===== src/rtl/core/pva_pkg.sv =====
// Package for the priority voice allocator.
// Holds sizes, command codes, voice modes and the records passed between cells.
// No dependencies.
`timescale 1ns / 1ps
`default_nettype none
package pva_pkg;
    localparam int VOICES = 32;
    localparam int SLOT_W = 5;
    localparam int CNT_W = 6;
    localparam int ID_W = 31;
    localparam int PRIO_W = 9;
    localparam int REQ_W = 8;
    localparam int KIND_W = 3;
    localparam int IN_W = 48;
    localparam int OUT_W = 40;

    localparam logic [KIND_W-1:0] K_PLAY = 3'd0;
    localparam logic [KIND_W-1:0] K_STOP = 3'd1;
    localparam logic [KIND_W-1:0] K_PAUSE = 3'd2;
    localparam logic [KIND_W-1:0] K_RESUME = 3'd3;
    localparam logic [KIND_W-1:0] K_AUTO_PAUSE = 3'd4;
    localparam logic [KIND_W-1:0] K_AUTO_RESUME = 3'd5;
    localparam logic [KIND_W-1:0] K_SET_PRIO = 3'd6;
    localparam logic [KIND_W-1:0] K_FINISHED = 3'd7;

    localparam logic [1:0] M_IDLE = 2'd0;
    localparam logic [1:0] M_PLAYING = 2'd1;
    localparam logic [1:0] M_PAUSED = 2'd2;

    localparam logic signed [PRIO_W-1:0] IDLE_PRIO = -9'sd1;
    localparam logic [CNT_W-1:0] MAX_COUNT = 6'd32;

    typedef struct packed {
        logic [SLOT_W-1:0] slot;
        logic signed [PRIO_W-1:0] prio;
    } pos_rec_t;

    typedef struct packed {
        logic init;
        logic play;
        logic move;
        logic setp;
        logic [CNT_W-1:0] count;
        pos_rec_t head_rec;
        pos_rec_t move_rec;
        logic [SLOT_W-1:0] setp_slot;
        logic signed [PRIO_W-1:0] req_prio;
    } pos_ctl_t;

    typedef struct packed {
        logic init;
        logic play;
        logic idle;
        logic pause;
        logic resume;
        logic auto_pause;
        logic auto_resume;
        logic [CNT_W-1:0] count;
        logic [ID_W-1:0] new_id;
    } voice_ctl_t;
endpackage
`default_nettype wire


===== src/rtl/core/pva_pos_cell.sv =====
// One position of the ordered voice list: slot number and its priority.
// Shifts to and from its neighbors for steal-and-insert and move-to-front; uses pva_pkg.
`timescale 1ns / 1ps
`default_nettype none
module pva_pos_cell (
    input  wire logic                       clk,
    input  wire logic                       rst_n,
    input  wire logic [pva_pkg::SLOT_W-1:0] idx,
    input  wire pva_pkg::pos_ctl_t          ctl,
    input  wire pva_pkg::pos_rec_t          next_rec,
    input  wire pva_pkg::pos_rec_t          prev_rec,
    input  wire logic                       chain_in,
    output logic                            chain_out,
    output pva_pkg::pos_rec_t               rec
);
    import pva_pkg::*;

    pos_rec_t rec_reg;
    pos_rec_t rec_next;
    logic in_use;
    logic last;
    logic hit;

    assign in_use = ({1'b0, idx} < ctl.count);
    assign last = ({1'b0, idx} == ctl.count - CNT_W'(1));

    always_comb
    begin
        hit = 1'b0;
        if (ctl.play)
        begin
            hit = in_use && !last && (ctl.req_prio < next_rec.prio);
        end
        else
        begin
            hit = in_use && (rec_reg.slot == ctl.move_rec.slot);
        end
    end

    assign chain_out = chain_in | hit;

    always_comb
    begin
        rec_next = rec_reg;
        if (ctl.init)
        begin
            rec_next.slot = idx;
            rec_next.prio = IDLE_PRIO;
        end
        else if (ctl.play && in_use && !chain_in)
        begin
            if (!hit && !last)
            begin
                rec_next = next_rec;
            end
            else
            begin
                rec_next = ctl.head_rec;
            end
        end
        else if (ctl.move && in_use && !chain_in)
        begin
            if (idx == '0)
            begin
                rec_next = ctl.move_rec;
            end
            else
            begin
                rec_next = prev_rec;
            end
        end
        else if (ctl.setp && rec_reg.slot == ctl.setp_slot)
        begin
            rec_next.prio = ctl.req_prio;
        end
    end

    always_ff @(posedge clk or negedge rst_n)
    begin
        if (!rst_n)
        begin
            rec_reg.slot <= idx;
            rec_reg.prio <= IDLE_PRIO;
        end
        else
        begin
            rec_reg <= rec_next;
        end
    end

    assign rec = rec_reg;
endmodule
`default_nettype wire


===== src/rtl/core/pva_voice.sv =====
// State of one voice slot: identifier, playback mode and auto-pause flag.
// Driven by the allocator top level; uses pva_pkg.
`timescale 1ns / 1ps
`default_nettype none
module pva_voice (
    input  wire logic                       clk,
    input  wire logic                       rst_n,
    input  wire logic [pva_pkg::SLOT_W-1:0] idx,
    input  wire pva_pkg::voice_ctl_t        ctl,
    input  wire logic                       sel,
    output logic [pva_pkg::ID_W-1:0]        id,
    output logic [1:0]                      mode
);
    import pva_pkg::*;

    logic [ID_W-1:0] id_reg;
    logic [ID_W-1:0] id_next;
    logic [1:0] mode_reg;
    logic [1:0] mode_next;
    logic auto_reg;
    logic auto_next;
    logic in_use;

    assign in_use = ({1'b0, idx} < ctl.count);

    always_comb
    begin
        id_next = id_reg;
        mode_next = mode_reg;
        auto_next = auto_reg;
        if (ctl.init)
        begin
            id_next = '0;
            mode_next = M_IDLE;
            auto_next = 1'b0;
        end
        else if (sel && ctl.play)
        begin
            id_next = ctl.new_id;
            mode_next = M_PLAYING;
        end
        else if (sel && ctl.idle)
        begin
            mode_next = M_IDLE;
        end
        else if (sel && ctl.pause && mode_reg == M_PLAYING)
        begin
            mode_next = M_PAUSED;
        end
        else if (sel && ctl.resume && mode_reg == M_PAUSED)
        begin
            mode_next = M_PLAYING;
            auto_next = 1'b0;
        end
        else if (ctl.auto_pause && in_use && mode_reg == M_PLAYING)
        begin
            mode_next = M_PAUSED;
            auto_next = 1'b1;
        end
        else if (ctl.auto_resume && in_use && auto_reg && mode_reg == M_PAUSED)
        begin
            mode_next = M_PLAYING;
            auto_next = 1'b0;
        end
    end

    always_ff @(posedge clk or negedge rst_n)
    begin
        if (!rst_n)
        begin
            id_reg <= '0;
            mode_reg <= M_IDLE;
            auto_reg <= 1'b0;
        end
        else
        begin
            id_reg <= id_next;
            mode_reg <= mode_next;
            auto_reg <= auto_next;
        end
    end

    assign id = id_reg;
    assign mode = mode_reg;
endmodule
`default_nettype wire


===== src/rtl/core/priority_voice_allocator.sv =====
// Priority voice allocator top level: command decode, identifier counter, result register.
// Instantiates the list position chain (pva_pos_cell) and voice slots (pva_voice); uses pva_pkg.
//
// A command word enters on s_axis: tuser carries the command kind, tdata the operands.
// One result word per command leaves on m_axis. The cfg channel writes the number of
// active voices (clamped to 1..32); a write restarts all voice state and the identifier
// counter as after reset, and is taken in any cycle.
// A command is registered in the cycle it is accepted and executed in the next cycle
// in which the result register is free or being emptied; the result word is registered
// at execution. s_axis_tready is low from acceptance until execution, so a new command
// is not taken before the last one has executed. The ordered list is a row of position
// cells that shift into each other in that execution cycle.
// A stalled m_axis holds its word and blocks execution of the next command.
// Reset gives 32 active voices, all idle, listed in slot order.
`timescale 1ns / 1ps
`default_nettype none
module priority_voice_allocator (
    input  wire logic                        clk,
    input  wire logic                        rst_n,
    input  wire logic                        s_axis_tvalid,
    output logic                             s_axis_tready,
    // sample_ready, priority_req[7:0], channel_id[30:0], voice_slot[4:0], zero fill
    input  wire logic [pva_pkg::IN_W-1:0]    s_axis_tdata,
    // kind[2:0]
    input  wire logic [pva_pkg::KIND_W-1:0]  s_axis_tuser,
    output logic                             m_axis_tvalid,
    input  wire logic                        m_axis_tready,
    // granted_id[30:0], slot[4:0], matched, was_stolen, zero fill
    output logic [pva_pkg::OUT_W-1:0]        m_axis_tdata,
    input  wire logic                        cfg_valid,
    output logic                             cfg_ready,
    input  wire logic [pva_pkg::CNT_W-1:0]   cfg_data
);
    import pva_pkg::*;

    logic busy_reg;
    logic [KIND_W-1:0] kind_reg;
    logic ready_reg;
    logic [REQ_W-1:0] req_reg;
    logic [ID_W-1:0] cid_reg;
    logic [SLOT_W-1:0] vslot_reg;
    logic [CNT_W-1:0] count_reg;
    logic [CNT_W-1:0] count_next;
    logic [ID_W-1:0] idc_reg;
    logic [ID_W-1:0] idc_next;
    logic out_valid_reg;
    logic [OUT_W-1:0] out_reg;

    pos_rec_t recs [VOICES];
    logic chains [VOICES];
    logic [ID_W-1:0] ids [VOICES];
    logic [1:0] modes [VOICES];
    logic [VOICES-1:0] sel;

    pos_ctl_t pctl;
    voice_ctl_t vctl;
    logic go;
    logic init;
    logic s_acc;
    logic signed [PRIO_W-1:0] req_s;
    logic play_ok;
    logic found;
    logic [SLOT_W-1:0] fslot;
    logic fin_ok;
    logic idle_go;
    logic [SLOT_W-1:0] idle_slot;
    logic [PRIO_W-1:0] move_prio;
    logic [SLOT_W-1:0] tgt_slot;
    logic [ID_W-1:0] inc_id;
    logic [ID_W-1:0] res_gid;
    logic [SLOT_W-1:0] res_slot;
    logic res_match;
    logic res_stolen;

    assign cfg_ready = 1'b1;
    assign init = cfg_valid;
    assign s_axis_tready = !busy_reg;
    assign s_acc = s_axis_tvalid && !busy_reg;
    assign go = busy_reg && (!out_valid_reg || m_axis_tready);

    always_comb
    begin
        if (cfg_data == '0)
        begin
            count_next = CNT_W'(1);
        end
        else if (cfg_data > MAX_COUNT)
        begin
            count_next = MAX_COUNT;
        end
        else
        begin
            count_next = cfg_data;
        end
    end

    assign req_s = $signed({1'b0, req_reg});
    assign play_ok = (kind_reg == K_PLAY) && ready_reg && (req_s >= recs[0].prio);

    always_comb
    begin
        found = 1'b0;
        fslot = '0;
        for (int i = VOICES - 1; i >= 0; i--)
        begin
            if (CNT_W'(i) < count_reg && ids[i] == cid_reg)
            begin
                found = 1'b1;
                fslot = SLOT_W'(i);
            end
        end
    end

    assign fin_ok = ({1'b0, vslot_reg} < count_reg);
    assign idle_go = ((kind_reg == K_STOP) && found) || ((kind_reg == K_FINISHED) && fin_ok);
    assign idle_slot = (kind_reg == K_FINISHED) ? vslot_reg : fslot;
    assign tgt_slot = (kind_reg == K_PLAY) ? recs[0].slot : idle_slot;

    always_comb
    begin
        move_prio = '0;
        for (int j = 0; j < VOICES; j++)
        begin
            if (CNT_W'(j) < count_reg && recs[j].slot == idle_slot)
            begin
                move_prio = move_prio | recs[j].prio;
            end
        end
        if (modes[idle_slot] != M_IDLE)
        begin
            move_prio = IDLE_PRIO;
        end
    end

    assign inc_id = (idc_reg + ID_W'(1) == '0) ? ID_W'(1) : idc_reg + ID_W'(1);
    assign idc_next = (go && play_ok) ? inc_id : idc_reg;

    always_comb
    begin
        pctl.init = init;
        pctl.play = go && play_ok;
        pctl.move = go && idle_go;
        pctl.setp = go && (kind_reg == K_SET_PRIO) && found;
        pctl.count = count_reg;
        pctl.head_rec.slot = recs[0].slot;
        pctl.head_rec.prio = req_s;
        pctl.move_rec.slot = idle_slot;
        pctl.move_rec.prio = $signed(move_prio);
        pctl.setp_slot = fslot;
        pctl.req_prio = req_s;

        vctl.init = init;
        vctl.play = go && play_ok;
        vctl.idle = go && idle_go;
        vctl.pause = go && (kind_reg == K_PAUSE) && found;
        vctl.resume = go && (kind_reg == K_RESUME) && found;
        vctl.auto_pause = go && (kind_reg == K_AUTO_PAUSE);
        vctl.auto_resume = go && (kind_reg == K_AUTO_RESUME);
        vctl.count = count_reg;
        vctl.new_id = inc_id;
    end

    genvar g;
    generate
        for (g = 0; g < VOICES; g++)
        begin : g_cells
            pos_rec_t nrec;
            pos_rec_t prec;
            logic cin;

            assign nrec = (g == VOICES - 1) ? recs[g] : recs[(g + 1) % VOICES];
            assign prec = (g == 0) ? recs[g] : recs[(g + VOICES - 1) % VOICES];
            assign cin = (g == 0) ? 1'b0 : chains[(g + VOICES - 1) % VOICES];
            assign sel[g] = (tgt_slot == SLOT_W'(g));

            pva_pos_cell u_pos (
                .clk       (clk),
                .rst_n     (rst_n),
                .idx       (SLOT_W'(g)),
                .ctl       (pctl),
                .next_rec  (nrec),
                .prev_rec  (prec),
                .chain_in  (cin),
                .chain_out (chains[g]),
                .rec       (recs[g])
            );

            pva_voice u_voice (
                .clk   (clk),
                .rst_n (rst_n),
                .idx   (SLOT_W'(g)),
                .ctl   (vctl),
                .sel   (sel[g]),
                .id    (ids[g]),
                .mode  (modes[g])
            );
        end
    endgenerate

    always_comb
    begin
        res_gid = '0;
        res_slot = '0;
        res_match = 1'b0;
        res_stolen = 1'b0;
        if (play_ok)
        begin
            res_gid = inc_id;
            res_slot = recs[0].slot;
            res_match = 1'b1;
            res_stolen = (modes[recs[0].slot] != M_IDLE);
        end
        else if ((kind_reg == K_STOP || kind_reg == K_PAUSE || kind_reg == K_RESUME
                  || kind_reg == K_SET_PRIO) && found)
        begin
            res_slot = fslot;
            res_match = 1'b1;
        end
        else if (kind_reg == K_FINISHED && fin_ok)
        begin
            res_slot = vslot_reg;
            res_match = 1'b1;
        end
    end

    always_ff @(posedge clk or negedge rst_n)
    begin
        if (!rst_n)
        begin
            busy_reg <= 1'b0;
            out_valid_reg <= 1'b0;
            count_reg <= MAX_COUNT;
            idc_reg <= '0;
        end
        else
        begin
            if (s_acc)
            begin
                busy_reg <= 1'b1;
            end
            else if (go)
            begin
                busy_reg <= 1'b0;
            end
            if (go)
            begin
                out_valid_reg <= 1'b1;
            end
            else if (m_axis_tready)
            begin
                out_valid_reg <= 1'b0;
            end
            if (init)
            begin
                count_reg <= count_next;
                idc_reg <= '0;
            end
            else
            begin
                idc_reg <= idc_next;
            end
        end
    end

    always_ff @(posedge clk)
    begin
        if (s_acc)
        begin
            kind_reg <= s_axis_tuser;
            ready_reg <= s_axis_tdata[0];
            req_reg <= s_axis_tdata[8:1];
            cid_reg <= s_axis_tdata[39:9];
            vslot_reg <= s_axis_tdata[44:40];
        end
        if (go)
        begin
            out_reg <= {2'b00, res_stolen, res_match, res_slot, res_gid};
        end
    end

    assign m_axis_tvalid = out_valid_reg;
    assign m_axis_tdata = out_reg;
endmodule
`default_nettype wire


===== config.mk =====
export PLATFORM = sky130hd
export DESIGN_NAME = priority_voice_allocator
export DESIGN_NICKNAME = d
export VERILOG_FILES = /design/src/rtl/core/pva_pkg.sv /design/src/rtl/core/pva_pos_cell.sv /design/src/rtl/core/pva_voice.sv /design/src/rtl/core/priority_voice_allocator.sv
export SDC_FILE = /design/constraint.sdc
export NUM_CORES = 2
export LEC_CHECK = 0
export ABC_AREA = 1
export ABC_CLOCK_PERIOD_IN_PS = 8460
export BUFFER_PORTS_ARGS = -buffer_cell sky130_fd_sc_hd__buf_4
export CAP_MARGIN = 20
export CORE_MARGIN = 4
export CORE_UTILIZATION = 45
export CTS_BUF_LIST = sky130_fd_sc_hd__clkbuf_2
export CTS_CLUSTER_SIZE = 14
export DETAILED_ROUTE_END_ITERATION = 10
export PLACE_DENSITY_LB_ADDON = 0.12
export SLEW_MARGIN = 20
export SYNTH_ARGS = -nofsm -noshare
export SYNTH_HDL_FRONTEND = slang
export SYNTH_SLANG_ARGS = --single-unit
export TNS_END_PERCENT = 5

===== constraint.sdc =====
create_clock -name clk -period 8.46 [get_ports clk]
set_clock_uncertainty 0.1 [all_clocks]
set_input_delay 0.423 -clock clk [delete_from_list [all_inputs] [get_ports clk]]
set_output_delay 0.423 -clock clk [all_outputs]
set_load 0.02 [all_outputs]

==> impl_metrics.csv <==
group,metric,value,unit
yosys,synth_compound_area_share,18.6,%
worst_setup_path,cp_max_fo,22,
run,cap_violations,0,
clocking,cts.sinks,1661,
worst_setup_path,crit_required,10160,ps
worst_setup_path,crit_top_cell,"nand2_1",
sta,finalMaxSlewViolations,0,
global_routing,grt_pass1_vias,103000,
yosys,async_flop_share,94.8,%
sta,fin_crit,8330,ps
yosys,synth-main-ff-cell,"dfrtp_1",
yosys,synthAdderAreaFrac,2.72,%
yosys,ys_seq_elements,1661,
placed_design,place_hpwl,332,mm
global_routing,grt-ovfl-total,0,
power_and_ir_drop,pwr-share-seq,40.6,%
final_layout,syn2layout_area_growth,12.2,%
sta,slew_headroom,15.4,%
sta,worst_slack,128,ps
route,wl_per_cell,28.2,microns
clocking,max-clock-path-buffers,4,
global_routing,grt_pass1_wl,716,mm
clocking,clkLatencyLatePin,2090,ps
clocking,cts_root_buf,"clkbuf_2",
worst_setup_path,criticalPathCategory,"flop to flop",
worst_setup_path,r2r_cells,33,
yosys,yosys.area_share.simple,21.9,%
final_layout,design_area,119000,sq um
yosys,synthTopCellsByArea,"dfrtp_1 29%, dfstp_2 9.2%, o21ai_0 8.2%",
final_layout,largest_reg_flops,992,
status,outcome,"finished clean",
placed_design,pre_cts_slack,-345,ps
power_and_ir_drop,p_sw_share,41.5,%
route,ant_nets,0,
die,die_w,493,microns
sta,worst_pin_slew,1270,ps
hold_path,hold_end,"idc_reg[26]$_DFFE_PN0P_",
yosys,yosysWarnings,0,
power_and_ir_drop,clock_power_share,27.6,%
worst_setup_path,r2r-start,"cid_reg[21]$_DFFE_PP_",
placed_design,place.gp.congestion,0.997,
hold_path,holdCritStartpoint,"cfg_valid",
yosys,synthCells,13600,
placed_design,dp_cells,16500,
worst_setup_path,cp.arrival,10030,ps
global_routing,track_usage,39.5,%
power_and_ir_drop,p_switching,0.00935,W
die,die_y,493,microns
worst_setup_path,start_kind,"flop",
sta,max_freq,120,MHz
route,first_pass_iters,8,
worst_setup_path,max_stage_delay,640,ps
route,via_per_inst,6.19,
yosys,ys_top_cells_by_count,"1,935 x nand2_1, 1,735 x o21ai_0, 1,436 x nand3_1",
die,start_util,45.3,%
worst_setup_path,slowest_stage,"nor4_1",
clocking,cts_buffers,485,
die,core,233000,sq um
clocking,cts_htree_levels,5,
power_and_ir_drop,p_leak,52.5,nW
route,post-route-drc-count,0,
final_layout,drive_above_1_share,14.2,%
yosys,synth_area,106000,sq um
die,rows,177,
placed_design,port_buffers,98,
worst_setup_path,r2r_end,"g_cells[19].u_pos.rec[2]$_DFFE_PN1P_",
hold_path,min_path_cells,7,
worst_setup_path,cp-end-kind,"flop",
placed_design,placedInstanceArea,112000,sq um
yosys,ys_types,78,
yosys,synth.mux.area_fraction,0,%
yosys,synth_top_family_by_area,"simple AND/OR/NAND/NOR gates",
yosys,yosysMostFrequentCell,"nand2_1",
power_and_ir_drop,power_density,190,nW/um^2
power_and_ir_drop,ir_drop,0.000196,V
yosys,ys_seq_area_share,40.2,%
final_layout,nNetsFinal,14400,
clocking,cts_tree,"built",
sta,fin_crit_sh,98.5,%
global_routing,grt_max_degree,185,
power_and_ir_drop,p_comb_share,31.7,%
clocking,clk_transition_reported_paths,110,ps
die,io-pin-count,105,
sta,setup_viol_count_final,0,
yosys,syn-mean-instance-area,7.77,sq um
global_routing,antenna_found_initial,23,
route,vias,109000,
power_and_ir_drop,p_int,0.0132,W
route,drt-total-wl,496,mm
yosys,synth_edf_count,86,
sta,hold_viol,0,
worst_setup_path,rrSetupSlack,130,ps
final_layout,finalNonFillerCells,17600,
yosys,synth_top_area_share,28.6,%
yosys,synth_top_cell_by_area,"dfrtp_1",
route,initialDrtViolationCount,13500,
sta,hold_ws,149,ps
die,die-area,243000,sq um
hold_path,hp-class,"primary input to flop",
sta,setup_tns,0,ps
yosys,synthXorXnorAreaFrac,7.97,%
## per-layer routing
metal / vias up / wire length, microns / track usage [%]
met5: - / 52 / 0
met4: 10 / 34600 / 23.3
met3: 1504 / 49900 / 8.11
met2: 6415 / 215000 / 60.0
met1: 52700 / 196000 / 52.2
li1: 48300 / - / -
## worst max path at each step
| stage | startpoint | to | slack [ps] | depth (start not counted) |
|---|---|---|---|---|
| after detailed placement | cid_reg[27]$_DFFE_PP_ | g_cells[0].u_pos.rec[5]$_DFFE_PN1P_ | -340 | 31 |
| after floorplan | req_reg[0]$_DFFE_PP_ | g_cells[30].u_pos.rec[9]$_DFFE_PN0P_ | 2110 | 42 |
| final | cid_reg[21]$_DFFE_PP_ | g_cells[19].u_pos.rec[2]$_DFFE_PN1P_ | 130 | 33 |
| after global placement | cid_reg[27]$_DFFE_PP_ | g_cells[0].u_pos.rec[5]$_DFFE_PN1P_ | -720 | 31 |
| after global routing | count_reg[5]$_DFFE_PN1P_ | g_cells[30].u_pos.rec[7]$_DFFE_PN1P_ | -3 | 48 |
| after CTS | cid_reg[9]$_DFFE_PP_ | g_cells[0].u_pos.rec[5]$_DFFE_PN1P_ | 100 | 34 |
## repair_timing
item / 4_1_cts / 5_1_grt
hold endpoints to repair: 2971 / 0
setup endpoints to repair: 29 / 234
hold buffers: 200 / 0
gates cloned: 0 / 1
pin swaps: 0 / 2
buffers inserted: 4 / 14
resized for setup: 4 / 22
## layout by cell type (no fill, tap or decap), types with 114 or more instances in the layout
cell type,netlist,routed
a21oi_1,426,425
a31oi_1,126,124
buf_4,22,653
clkbuf_2,0,708
clkinv_1,26,141
dfrtp_1,1206,1206
dfstp_2,369,369
dlygate4sd3_1,0,198
ha_1,230,230
inv_1,1370,1328
nand2_1,1935,1903
nand3_1,1436,1434
nand4_1,477,477
nor2_1,792,786
nor3_1,156,150
nor4_1,117,114
o211ai_1,264,264
o21ai_0,1735,1733
o22ai_1,264,264
xnor2_1,682,681
xor2_1,280,280
## area by class of cell
class / instances / area (sq um)
Inverter: 1446 / 5470
Sequential cell: 1661 / 42500
Clock buffer: 708 / 3540
Tap cell: 3132 / 3920
Timing Repair Buffer: 910 / 8030
Clock inverter: 141 / 663
Antenna cell: 22 / 55.1
Fill cell: 23000 / 115000
Multi-Input combinational cell: 9595 / 54400
## stage by stage
stage	total power (W)	util (%)
floorplan	0.0129	-
global placement	0.0160	48.0
detailed placement	0.0161	48.0
CTS	0.0224	50.7
global route	0.0235	50.8
finish	0.0225	50.8
## worst max-delay path, delay by kind of cell (launching register included)
family / cells / cell delay, ps
and+or+nand+nor: 19 / 3910
buffers and inverters: 9 / 2210
xor gates and xnor gates: 1 / 220
AOI/OAI and AO/OA: 4 / 1020
DFF: 1 / 520
## cell families (layout without fill, tap and decap cells)
logic type	Yosys count	after routing
adders and majority gates	230	230
buffers and inverters	2343	3205
xor gates and xnor gates	962	962
and+or+nand+nor	5054	5054
other	2	25
DFF	1661	1661
AOI/OAI and AO/OA	3346	3346
## power groups by stage
stage	clock, W	combinational (W)	sequential (W)
finish	0.00622	0.00715	0.00915
global placement	0	0.00673	0.00929
global route	0.00674	0.00759	0.00920
detailed placement	0	0.00680	0.00930
CTS	0.00631	0.00692	0.00915
floorplan	0	0.00379	0.00916
Power figures use the tool's default switching activity.
